===== src/hw/rtl/cbsf_pkg.sv =====
package cbsf_pkg;

  // Frame limit ceiling; max_frame_len above this is clamped.
  localparam logic [12:0] MAX_FRAME_BYTES = 13'd4096;
  localparam logic [7:0]  CRC_POLY        = 8'h8C;

  // Result slots per transaction: start, escape, payload, escape, crc, end.
  localparam int NUM_SLOTS = 6;

  localparam logic [7:0]  START_MARKER_RST  = 8'd126;
  localparam logic [7:0]  END_MARKER_RST    = 8'd127;
  localparam logic [7:0]  ESCAPE_MARKER_RST = 8'd125;
  localparam logic [7:0]  ESCAPE_MASK_RST   = 8'd32;
  localparam logic [12:0] MAX_FRAME_LEN_RST = 13'd256;

  typedef enum logic [2:0] {
    REG_START_MARKER  = 3'd0,
    REG_END_MARKER    = 3'd1,
    REG_ESCAPE_MARKER = 3'd2,
    REG_ESCAPE_MASK   = 3'd3,
    REG_MAX_FRAME_LEN = 3'd4
  } cfg_reg_t;

  typedef struct packed {
    logic [7:0]  payload_byte;
    logic        last_in_packet;
  } in_item_t;

  typedef struct packed {
    logic [7:0]  out_byte;
    logic        run_last;
    logic        frame_done;
    logic        overflow;
  } out_item_t;

  typedef struct packed {
    logic [7:0]  start_marker;
    logic [7:0]  end_marker;
    logic [7:0]  escape_marker;
    logic [7:0]  escape_mask;
    logic [12:0] max_frame_len;
  } cfg_t;

  typedef struct packed {
    logic [7:0]  crc;
    logic [12:0] count;
    logic        in_frame;
    logic        dropping;
  } frame_state_t;

  typedef struct packed {
    logic [7:0]  data;
    logic        done;
    logic        ovf;
  } slot_t;

  // Reflected CRC-8, one byte, bit at a time.
  function automatic logic [7:0] crc8_update(input logic [7:0] crc, input logic [7:0] b);
    logic [7:0] c;
    c = crc ^ b;
    for (int i = 0; i < 8; i++) begin
      if (c[0]) begin
        c = (c >> 1) ^ CRC_POLY;
      end else begin
        c = c >> 1;
      end
    end
    return c;
  endfunction

endpackage


===== src/hw/rtl/cbsf_encoder.sv =====
// Expands one input byte into up to six fixed result slots and computes
// the next frame state. Pure combinational.
module cbsf_encoder (
  input  cbsf_pkg::in_item_t                        item,
  input  cbsf_pkg::cfg_t                            cfg,
  input  cbsf_pkg::frame_state_t                    state,
  output logic [cbsf_pkg::NUM_SLOTS-1:0]            mask,
  output cbsf_pkg::slot_t [cbsf_pkg::NUM_SLOTS-1:0] slots,
  output cbsf_pkg::frame_state_t                    state_next
);

  logic [7:0]  b;
  logic        last;
  logic [7:0]  crc_new;
  logic        b_esc;
  logic        c_esc;
  logic [12:0] limit;
  logic [12:0] base;
  logic [12:0] diff;
  logic [2:0]  room;
  logic [2:0]  total;
  logic [2:0]  ord;
  logic        ok;
  logic [cbsf_pkg::NUM_SLOTS-1:0] need;
  cbsf_pkg::slot_t [cbsf_pkg::NUM_SLOTS-1:0] cand;

  assign b    = item.payload_byte;
  assign last = item.last_in_packet;

  assign crc_new = cbsf_pkg::crc8_update(state.in_frame ? state.crc : 8'd0, b);

  assign b_esc = (b == cfg.start_marker) || (b == cfg.end_marker) ||
                 (b == cfg.escape_marker);
  assign c_esc = (crc_new == cfg.start_marker) || (crc_new == cfg.end_marker) ||
                 (crc_new == cfg.escape_marker);

  assign limit = (cfg.max_frame_len > cbsf_pkg::MAX_FRAME_BYTES) ?
                 cbsf_pkg::MAX_FRAME_BYTES : cfg.max_frame_len;
  // A fresh frame already holds its start marker.
  assign base  = state.in_frame ? state.count : 13'd1;
  assign diff  = limit - base;

  always_comb begin
    if (limit <= base) begin
      room = 3'd0;
    end else if (diff >= 13'd5) begin
      room = 3'd5;
    end else begin
      room = diff[2:0];
    end
  end

  always_comb begin
    need[0] = !state.in_frame;
    need[1] = b_esc;
    need[2] = 1'b1;
    need[3] = last && c_esc;
    need[4] = last;
    need[5] = last;

    cand[0] = '{data: cfg.start_marker, done: 1'b0, ovf: 1'b0};
    cand[1] = '{data: cfg.escape_marker, done: 1'b0, ovf: 1'b0};
    cand[2] = '{data: b_esc ? (b ^ cfg.escape_mask) : b, done: 1'b0, ovf: 1'b0};
    cand[3] = '{data: cfg.escape_marker, done: 1'b0, ovf: 1'b0};
    cand[4] = '{data: c_esc ? (crc_new ^ cfg.escape_mask) : crc_new,
                done: 1'b0, ovf: 1'b0};
    cand[5] = '{data: cfg.end_marker, done: 1'b1, ovf: 1'b0};
  end

  // Checked slots: those within room go out, the first one past it becomes
  // the overflow result, later ones vanish.
  always_comb begin
    mask     = '0;
    slots    = cand;
    ord      = 3'd0;
    mask[0]  = need[0];
    for (int j = 1; j < cbsf_pkg::NUM_SLOTS; j++) begin
      if (need[j]) begin
        if (ord < room) begin
          mask[j] = 1'b1;
        end else if (ord == room) begin
          mask[j]  = 1'b1;
          slots[j] = '{data: 8'd0, done: 1'b1, ovf: 1'b1};
        end
        ord = ord + 3'd1;
      end
    end
    total = ord;
    if (state.dropping) begin
      mask = '0;
    end
  end

  assign ok = (total <= room);

  always_comb begin
    state_next = state;
    if (state.dropping) begin
      state_next.dropping = !last;
    end else if (!ok) begin
      state_next = '{crc: 8'd0, count: 13'd0, in_frame: 1'b0, dropping: !last};
    end else if (last) begin
      state_next = '{crc: 8'd0, count: 13'd0, in_frame: 1'b0, dropping: 1'b0};
    end else begin
      state_next.crc      = crc_new;
      state_next.count    = base + {10'd0, total};
      state_next.in_frame = 1'b1;
    end
  end

endmodule


===== src/hw/rtl/crc8_byte_stuffing_framer.sv =====
// Byte-stuffing framer with a reflected CRC-8 trailer (poly 0x8C, init 0).
// Each payload byte transaction on the item channel yields up to six result
// transactions: a start marker before the first byte of a packet, the byte
// (escaped as escape_marker, byte ^ escape_mask when it matches any marker),
// and on the last byte the escaped CRC and the end marker. Output bytes per
// frame, markers included, are held to max_frame_len (capped at 4096); a
// byte past the limit is replaced by one overflow result (out_byte 0,
// frame_done and overflow set) and the rest of the packet produces nothing.
// Rate: one item per cycle while each item yields at most one result and the
// result channel does not stall; an item with more results holds the result
// channel until the single result port has drained them from the slot buffer,
// plus any result stall. A discarded item yields no result. An accepted item
// goes through the input register, then the slot buffer, to its first result.
// Write configuration only while no item is in flight; cfg_ready is always
// high.
module crc8_byte_stuffing_framer (
  input  logic                clk,
  input  logic                rst,
  // item channel
  input  logic                item_valid,
  output logic                item_stall,
  input  cbsf_pkg::in_item_t  item,
  // result channel
  output logic                result_valid,
  input  logic                result_stall,
  output cbsf_pkg::out_item_t result,
  // configuration write channel
  input  logic                cfg_valid,
  output logic                cfg_ready,
  input  logic [2:0]          cfg_index,
  input  logic [12:0]         cfg_data
);

  cbsf_pkg::cfg_t         cfg;
  cbsf_pkg::frame_state_t state;
  cbsf_pkg::frame_state_t state_next;

  // Input register.
  logic                   ireg_valid;
  cbsf_pkg::in_item_t     ireg;

  // Result slot buffer: a set mask bit is a result still to send, sent in
  // ascending slot order.
  logic [cbsf_pkg::NUM_SLOTS-1:0]            buf_mask;
  cbsf_pkg::slot_t [cbsf_pkg::NUM_SLOTS-1:0] buf_slots;

  logic [cbsf_pkg::NUM_SLOTS-1:0]            enc_mask;
  cbsf_pkg::slot_t [cbsf_pkg::NUM_SLOTS-1:0] enc_slots;

  logic [cbsf_pkg::NUM_SLOTS-1:0] low;
  logic [cbsf_pkg::NUM_SLOTS-1:0] rest;
  cbsf_pkg::slot_t                sel;
  logic                           item_fire;
  logic                           result_fire;
  logic                           load;

  cbsf_encoder u_encoder (
    .item       (ireg),
    .cfg        (cfg),
    .state      (state),
    .mask       (enc_mask),
    .slots      (enc_slots),
    .state_next (state_next)
  );

  // Pick the lowest pending slot.
  assign low  = buf_mask & (~buf_mask + 1'b1);
  assign rest = buf_mask & ~low;

  always_comb begin
    sel = '0;
    for (int j = 0; j < cbsf_pkg::NUM_SLOTS; j++) begin
      if (low[j]) begin
        sel = buf_slots[j];
      end
    end
  end

  assign result_valid      = |buf_mask;
  assign result.out_byte   = sel.data;
  assign result.run_last   = (rest == '0);
  assign result.frame_done = sel.done;
  assign result.overflow   = sel.ovf;

  assign result_fire = result_valid && !result_stall;
  // Buffer takes the next item once its last result leaves (or it is empty).
  assign load        = ireg_valid && (!result_valid || (result_fire && rest == '0));
  assign item_stall  = ireg_valid && !load;
  assign item_fire   = item_valid && !item_stall;
  assign cfg_ready   = 1'b1;

  always_ff @(posedge clk) begin
    if (rst) begin
      ireg_valid <= 1'b0;
    end else if (item_fire) begin
      ireg_valid <= 1'b1;
    end else if (load) begin
      ireg_valid <= 1'b0;
    end
  end

  always_ff @(posedge clk) begin
    if (item_fire) begin
      ireg <= item;
    end
  end

  always_ff @(posedge clk) begin
    if (rst) begin
      buf_mask <= '0;
    end else if (load) begin
      buf_mask <= enc_mask;
    end else if (result_fire) begin
      buf_mask <= rest;
    end
  end

  always_ff @(posedge clk) begin
    if (load) begin
      buf_slots <= enc_slots;
    end
  end

  // Frame state advances when an item's results enter the buffer.
  always_ff @(posedge clk) begin
    if (rst) begin
      state <= '{crc: 8'd0, count: 13'd0, in_frame: 1'b0, dropping: 1'b0};
    end else if (load) begin
      state <= state_next;
    end
  end

  always_ff @(posedge clk) begin
    if (rst) begin
      cfg.start_marker  <= cbsf_pkg::START_MARKER_RST;
      cfg.end_marker    <= cbsf_pkg::END_MARKER_RST;
      cfg.escape_marker <= cbsf_pkg::ESCAPE_MARKER_RST;
      cfg.escape_mask   <= cbsf_pkg::ESCAPE_MASK_RST;
      cfg.max_frame_len <= cbsf_pkg::MAX_FRAME_LEN_RST;
    end else if (cfg_valid && cfg_ready) begin
      unique case (cbsf_pkg::cfg_reg_t'(cfg_index))
        cbsf_pkg::REG_START_MARKER:  cfg.start_marker  <= cfg_data[7:0];
        cbsf_pkg::REG_END_MARKER:    cfg.end_marker    <= cfg_data[7:0];
        cbsf_pkg::REG_ESCAPE_MARKER: cfg.escape_marker <= cfg_data[7:0];
        cbsf_pkg::REG_ESCAPE_MASK:   cfg.escape_mask   <= cfg_data[7:0];
        cbsf_pkg::REG_MAX_FRAME_LEN: cfg.max_frame_len <= cfg_data;
        default: ;
      endcase
    end
  end

endmodule


===== config.mk =====
export PLATFORM = sky130hd
export DESIGN_NAME = crc8_byte_stuffing_framer
export DESIGN_NICKNAME = d
export VERILOG_FILES = /design/src/hw/rtl/cbsf_pkg.sv /design/src/hw/rtl/cbsf_encoder.sv /design/src/hw/rtl/crc8_byte_stuffing_framer.sv
export SDC_FILE = /design/constraint.sdc
export NUM_CORES = 1
export LEC_CHECK = 0
export BUFFER_PORTS_ARGS = -buffer_cell sky130_fd_sc_hd__buf_2
export CELL_PAD_IN_SITES_DETAIL_PLACEMENT = 1
export CELL_PAD_IN_SITES_GLOBAL_PLACEMENT = 2
export CORE_UTILIZATION = 44
export CTS_BUF_LIST = sky130_fd_sc_hd__clkbuf_8
export DETAILED_ROUTE_END_ITERATION = 8
export GPL_TIMING_DRIVEN = 0
export PLACE_DENSITY_LB_ADDON = 0.1
export SYNTH_ARGS = -nofsm -noshare
export SYNTH_HDL_FRONTEND = slang
export SYNTH_SLANG_ARGS = --single-unit

===== constraint.sdc =====
create_clock -name clk -period 12.5 [get_ports clk]
set_clock_uncertainty 0.2 [all_clocks]
set_input_delay 2.5 -clock clk [delete_from_list [all_inputs] [get_ports clk]]
set_output_delay 2.5 -clock clk [all_outputs]
set_load 0.01 [all_outputs]

==> summary.md <==
Dividing the synthesized area by the synthesized cell count gives 9.173 um^2. The number of top-level pins was 44; the count of final setup violators was 0. The finished layout holds 1227 standard cells, fillers aside.

For the overall routing resource usage, the log shows 0.2812. Count of H-tree levels built during CTS: 4. Once detail routing completed, the nets flagged for antenna violations numbered 0.

The count of antenna diodes in the layout is 0. The total core area was 0.01871 mm^2. The data arrival at the endpoint of the critical path was 7.84 ns; the number of setup buffers added after CTS was 0. The maximum number of pins on one net before global-route repair was 35; the number of optimization iterations in the first detailed-route pass was 5. Counting every net in the synthesized netlist gives 981. Counting instances in the post-synthesis netlist gives the leading cell types as sky130_fd_sc_hd__nand2_1, sky130_fd_sc_hd__a21oi_1, sky130_fd_sc_hd__dfxtp_1. The share of synthesized cell area in and, or, nand and nor gates works out to 0.2192. Wires add up to 26440 um. Number of global-route vias before repair: 7631. The maximum clock rate is 0.1308 GHz, and the chip height is 140.3 um.

The logs give 0 for the number of hold-slack violations in the final timing report and 918 for the number of cells produced by synthesis. Flop and latch count out of synthesis: 137. The number of nets in the finished design is 1043, and the final hold slack is 0.2526 ns. The weighted congestion reported at the end of routability-driven placement is 0.9299. Setup total negative slack on the finished layout was measured at 0 ns. After synthesis, the largest family of logic cells by area is simple AND/OR/NAND/NOR gates. The kind of path behind the tightest hold check was register to register. After synthesis, the cell types taking the most area are sky130_fd_sc_hd__edfxtp_1, sky130_fd_sc_hd__dfxtp_1, sky130_fd_sc_hd__nand2_1, sky130_fd_sc_hd__a21oi_1, sky130_fd_sc_hd__ha_1. VDD sags by at most 0.06407 mV.

For the number of distinct library cell variants in the gate-level netlist after synthesis, the log shows 83. The share of the synthesized area in compound gates (AO/OA/AOI/OAI) was 0.1579; the insertion delay to the later sink of the worst-skew pair was 0.47 ns. For this run, the leading register cell type out of synthesis is sky130_fd_sc_hd__dfxtp_1.

After global routing the overflow that remains totals 0. The die covers 0.01970 mm^2. Along the worst path, the maximum fanout reaches 10. In the final routed layout, each cell accounts on average for 21.55 um. The logs give 0.4502 for the starting density of the core and 0.4997 for the final core utilization. The netlist area before placement was 0.008421 mm^2; the count of final max-slew check failures was 0. The area growth from synthesis to layout is 11.01%.

The share of the cycle needed by the critical path after routing is 0.6118. The tools report the total clock buffers created by CTS as 17. sky130_fd_sc_hd__nand2_1 is the most common cell in the netlist. Detailed placement finished with a half-perimeter wire length of 20590 um.

The sequential-to-total area share from yosys stat was 0.3994. The share of cells above drive strength 1 was 0.1188. The worst endpoint required time came out at 12.69 ns. STA classifies the critical path startpoint as a register. The tool flagged a number of max-cap violations equal to 0. The number of flops mapped to enable cells by yosys works out to 62.

The longest clock path from root to sink contains 2 buffers. The leakage power figure is 3.572 nW, and the power density over cell area is 118.5 mW/mm^2. TritonCTS built the clock tree.

The count of fill cells added during filler insertion came out at 2193. Per-cell via count in the routed design: 5.787. For this run, design rule violations remaining after detail routing come to 0.

The tools report the quantity of gates resized following cts as 0. Type of the worst setup path: register to register. From left edge to right edge, the die measures 140.3 um. The number of placed instances, taps included, is 1195. Share of Yosys cell area claimed by the top area cell type: 0.2211. The slew at the pin closest to its max-slew limit is 0.8336 ns. Count of synthesis-stage warnings from yosys: 0.

Post-synthesis mux area share: 0.006092. The worst path in the final design needs a cycle of 7.647 ns, including I/O delays and setup. After layout, the design draws a total of 1.108 mW. The logs give 50 for the standard-cell row count and 41900 um for the wire length of the first global-routing pass.

For the initial detailed-routing violation count, the log shows 387. sky130_fd_sc_hd__edfxtp_1 takes more of the synthesized area than any other cell. Kind of capture point of the worst setup path: a register. Setup repair after global routing left no endpoint under its margin. The relative slew slack was 0.4405. Proportion of synthesized flip-flops having asynchronous set or reset: 0. The run finished with clean final reports. The arithmetic-cell share of the synthesized area counting full adders, half adders and majority gates is 0.05290, and the count of hold buffers inserted by post-cts repair is 0. The detailed-route via count was 7101. Input and output buffers added on the ports amount to 41. The tools report the root buffer cell as sky130_fd_sc_hd__clkbuf_8. The clock slew seen by the registers of the worst setup and hold paths works out to 0.08 ns. The xor and xnor fraction of the mapped netlist area was 0.1180; the number of antenna violations at the first check in global routing was 0. The clock net sink count came out at 137.
-- area by class of cell --
class,count,area (um^2),share of cell area
Sequential cell,137,3363,0.3598
Clock buffer,18,247.7,0.02650
Tap cell,234,292.8,0.03132
Multi-Input combinational cell,693,4677,0.5003
Buffer,48,237.7,0.02543
Inverter,40,150.1,0.01606
Clock inverter,14,146.4,0.01566
Timing Repair Buffer,43,232.7,0.02490
-- power by group --
| part | internal, mW | switching (mW) |
|---|---|---|
| clock | 0.184 | 0.193 |
| combinational | 0.0902 | 0.135 |
| sequential | 0.491 | 0.0154 |
| total | 0.766 | 0.343 |
-- registers in the layout, summed over array words and instances (netlist names) --
register and cells:
state 23, ireg_valid 1, buf_slots 53, cfg 45, buf_mask 6, ireg 9
-- cells in the final DEF (no fill, tap or decap), types with 11 or more instances in the layout --
cell,netlist,layout
sky130_fd_sc_hd__edfxtp_1,62,62
sky130_fd_sc_hd__a21oi_1,91,91
sky130_fd_sc_hd__and2_1,27,26
sky130_fd_sc_hd__inv_1,40,41
sky130_fd_sc_hd__dfxtp_1,75,75
sky130_fd_sc_hd__xnor2_1,33,33
sky130_fd_sc_hd__buf_2,4,45
sky130_fd_sc_hd__nand3b_1,18,18
sky130_fd_sc_hd__xnor3_1,12,12
sky130_fd_sc_hd__nand3_1,17,17
sky130_fd_sc_hd__nand2_1,142,142
sky130_fd_sc_hd__xor2_1,31,31
sky130_fd_sc_hd__nor2_1,55,55
sky130_fd_sc_hd__o21ai_0,30,30
sky130_fd_sc_hd__clkbuf_8,0,18
sky130_fd_sc_hd__a221oi_1,11,11
sky130_fd_sc_hd__nor2b_1,22,22
sky130_fd_sc_hd__ha_1,30,30
sky130_fd_sc_hd__clkbuf_1,33,33
-- through the flow --
step | instance area [um^2] | setup slack (ns)
after floorplan | 8421 | 6.865
after global placement | 8919 | 5.268
after detailed placement | 8954 | 5.121
after CTS | 9348 | 5.068
after global routing | 9348 | 4.415
final | 9348 | 4.853
-- worst paths after layout --
path         slack (ns)                      to                   from  depth (start not counted)
max reg2reg        4.85  state[12]$_SDFFE_PP0P_  state[1]$_SDFFE_PP0P_                         22
min                0.25     cfg[9]$_SDFFE_PP0P_    cfg[9]$_SDFFE_PP0P_                          2
min reg2reg        0.25     cfg[9]$_SDFFE_PP0P_    cfg[9]$_SDFFE_PP0P_                          2
max                4.85  state[12]$_SDFFE_PP0P_  state[1]$_SDFFE_PP0P_                         22
-- kinds of logic after synthesis --
logic type                 after synthesis
buffers and inverters                   88
muxes                                    5
DFF                                    137
other                                    1
AOI/OAI and AO/OA                      209
xor gates and xnor gates                83
and+or+nand+nor                        361
adders and majority gates               34
-- layer usage --
layer | part of all wire | GRT usage | vias up
met1 | 0.46 | 0.3607 | 3524
met4 | 0.022 | 0.09890 | 0
met3 | 0.040 | 0.04068 | 36
li1 | - | - | 3384
met5 | 0 | 0 | -
met2 | 0.48 | 0.4826 | 157
-- critical path: stages, from the launching register on --
cell and delay (ns):
sky130_fd_sc_hd__dfxtp_1 0.46, sky130_fd_sc_hd__clkbuf_1 0.42, sky130_fd_sc_hd__clkbuf_1 0.46, sky130_fd_sc_hd__buf_1 0.39
sky130_fd_sc_hd__nand2_1 0.29, sky130_fd_sc_hd__fa_1 0.52, sky130_fd_sc_hd__a21oi_1 0.23, sky130_fd_sc_hd__o21ai_1 0.10
sky130_fd_sc_hd__a21oi_1 0.45, sky130_fd_sc_hd__a221o_1 0.25, sky130_fd_sc_hd__a31oi_1 0.11, sky130_fd_sc_hd__or4_1 0.68
sky130_fd_sc_hd__nor4_1 0.71, sky130_fd_sc_hd__nand2_1 0.32, sky130_fd_sc_hd__ha_1 0.41, sky130_fd_sc_hd__a21o_1 0.16
sky130_fd_sc_hd__a21oi_1 0.15, sky130_fd_sc_hd__a31oi_1 0.09, sky130_fd_sc_hd__nor2_1 0.23, sky130_fd_sc_hd__nand2_1 0.10
sky130_fd_sc_hd__clkbuf_1 0.24, sky130_fd_sc_hd__or4_1 0.44, sky130_fd_sc_hd__a21oi_1 0.15
(Power assumes the default switching activity.)
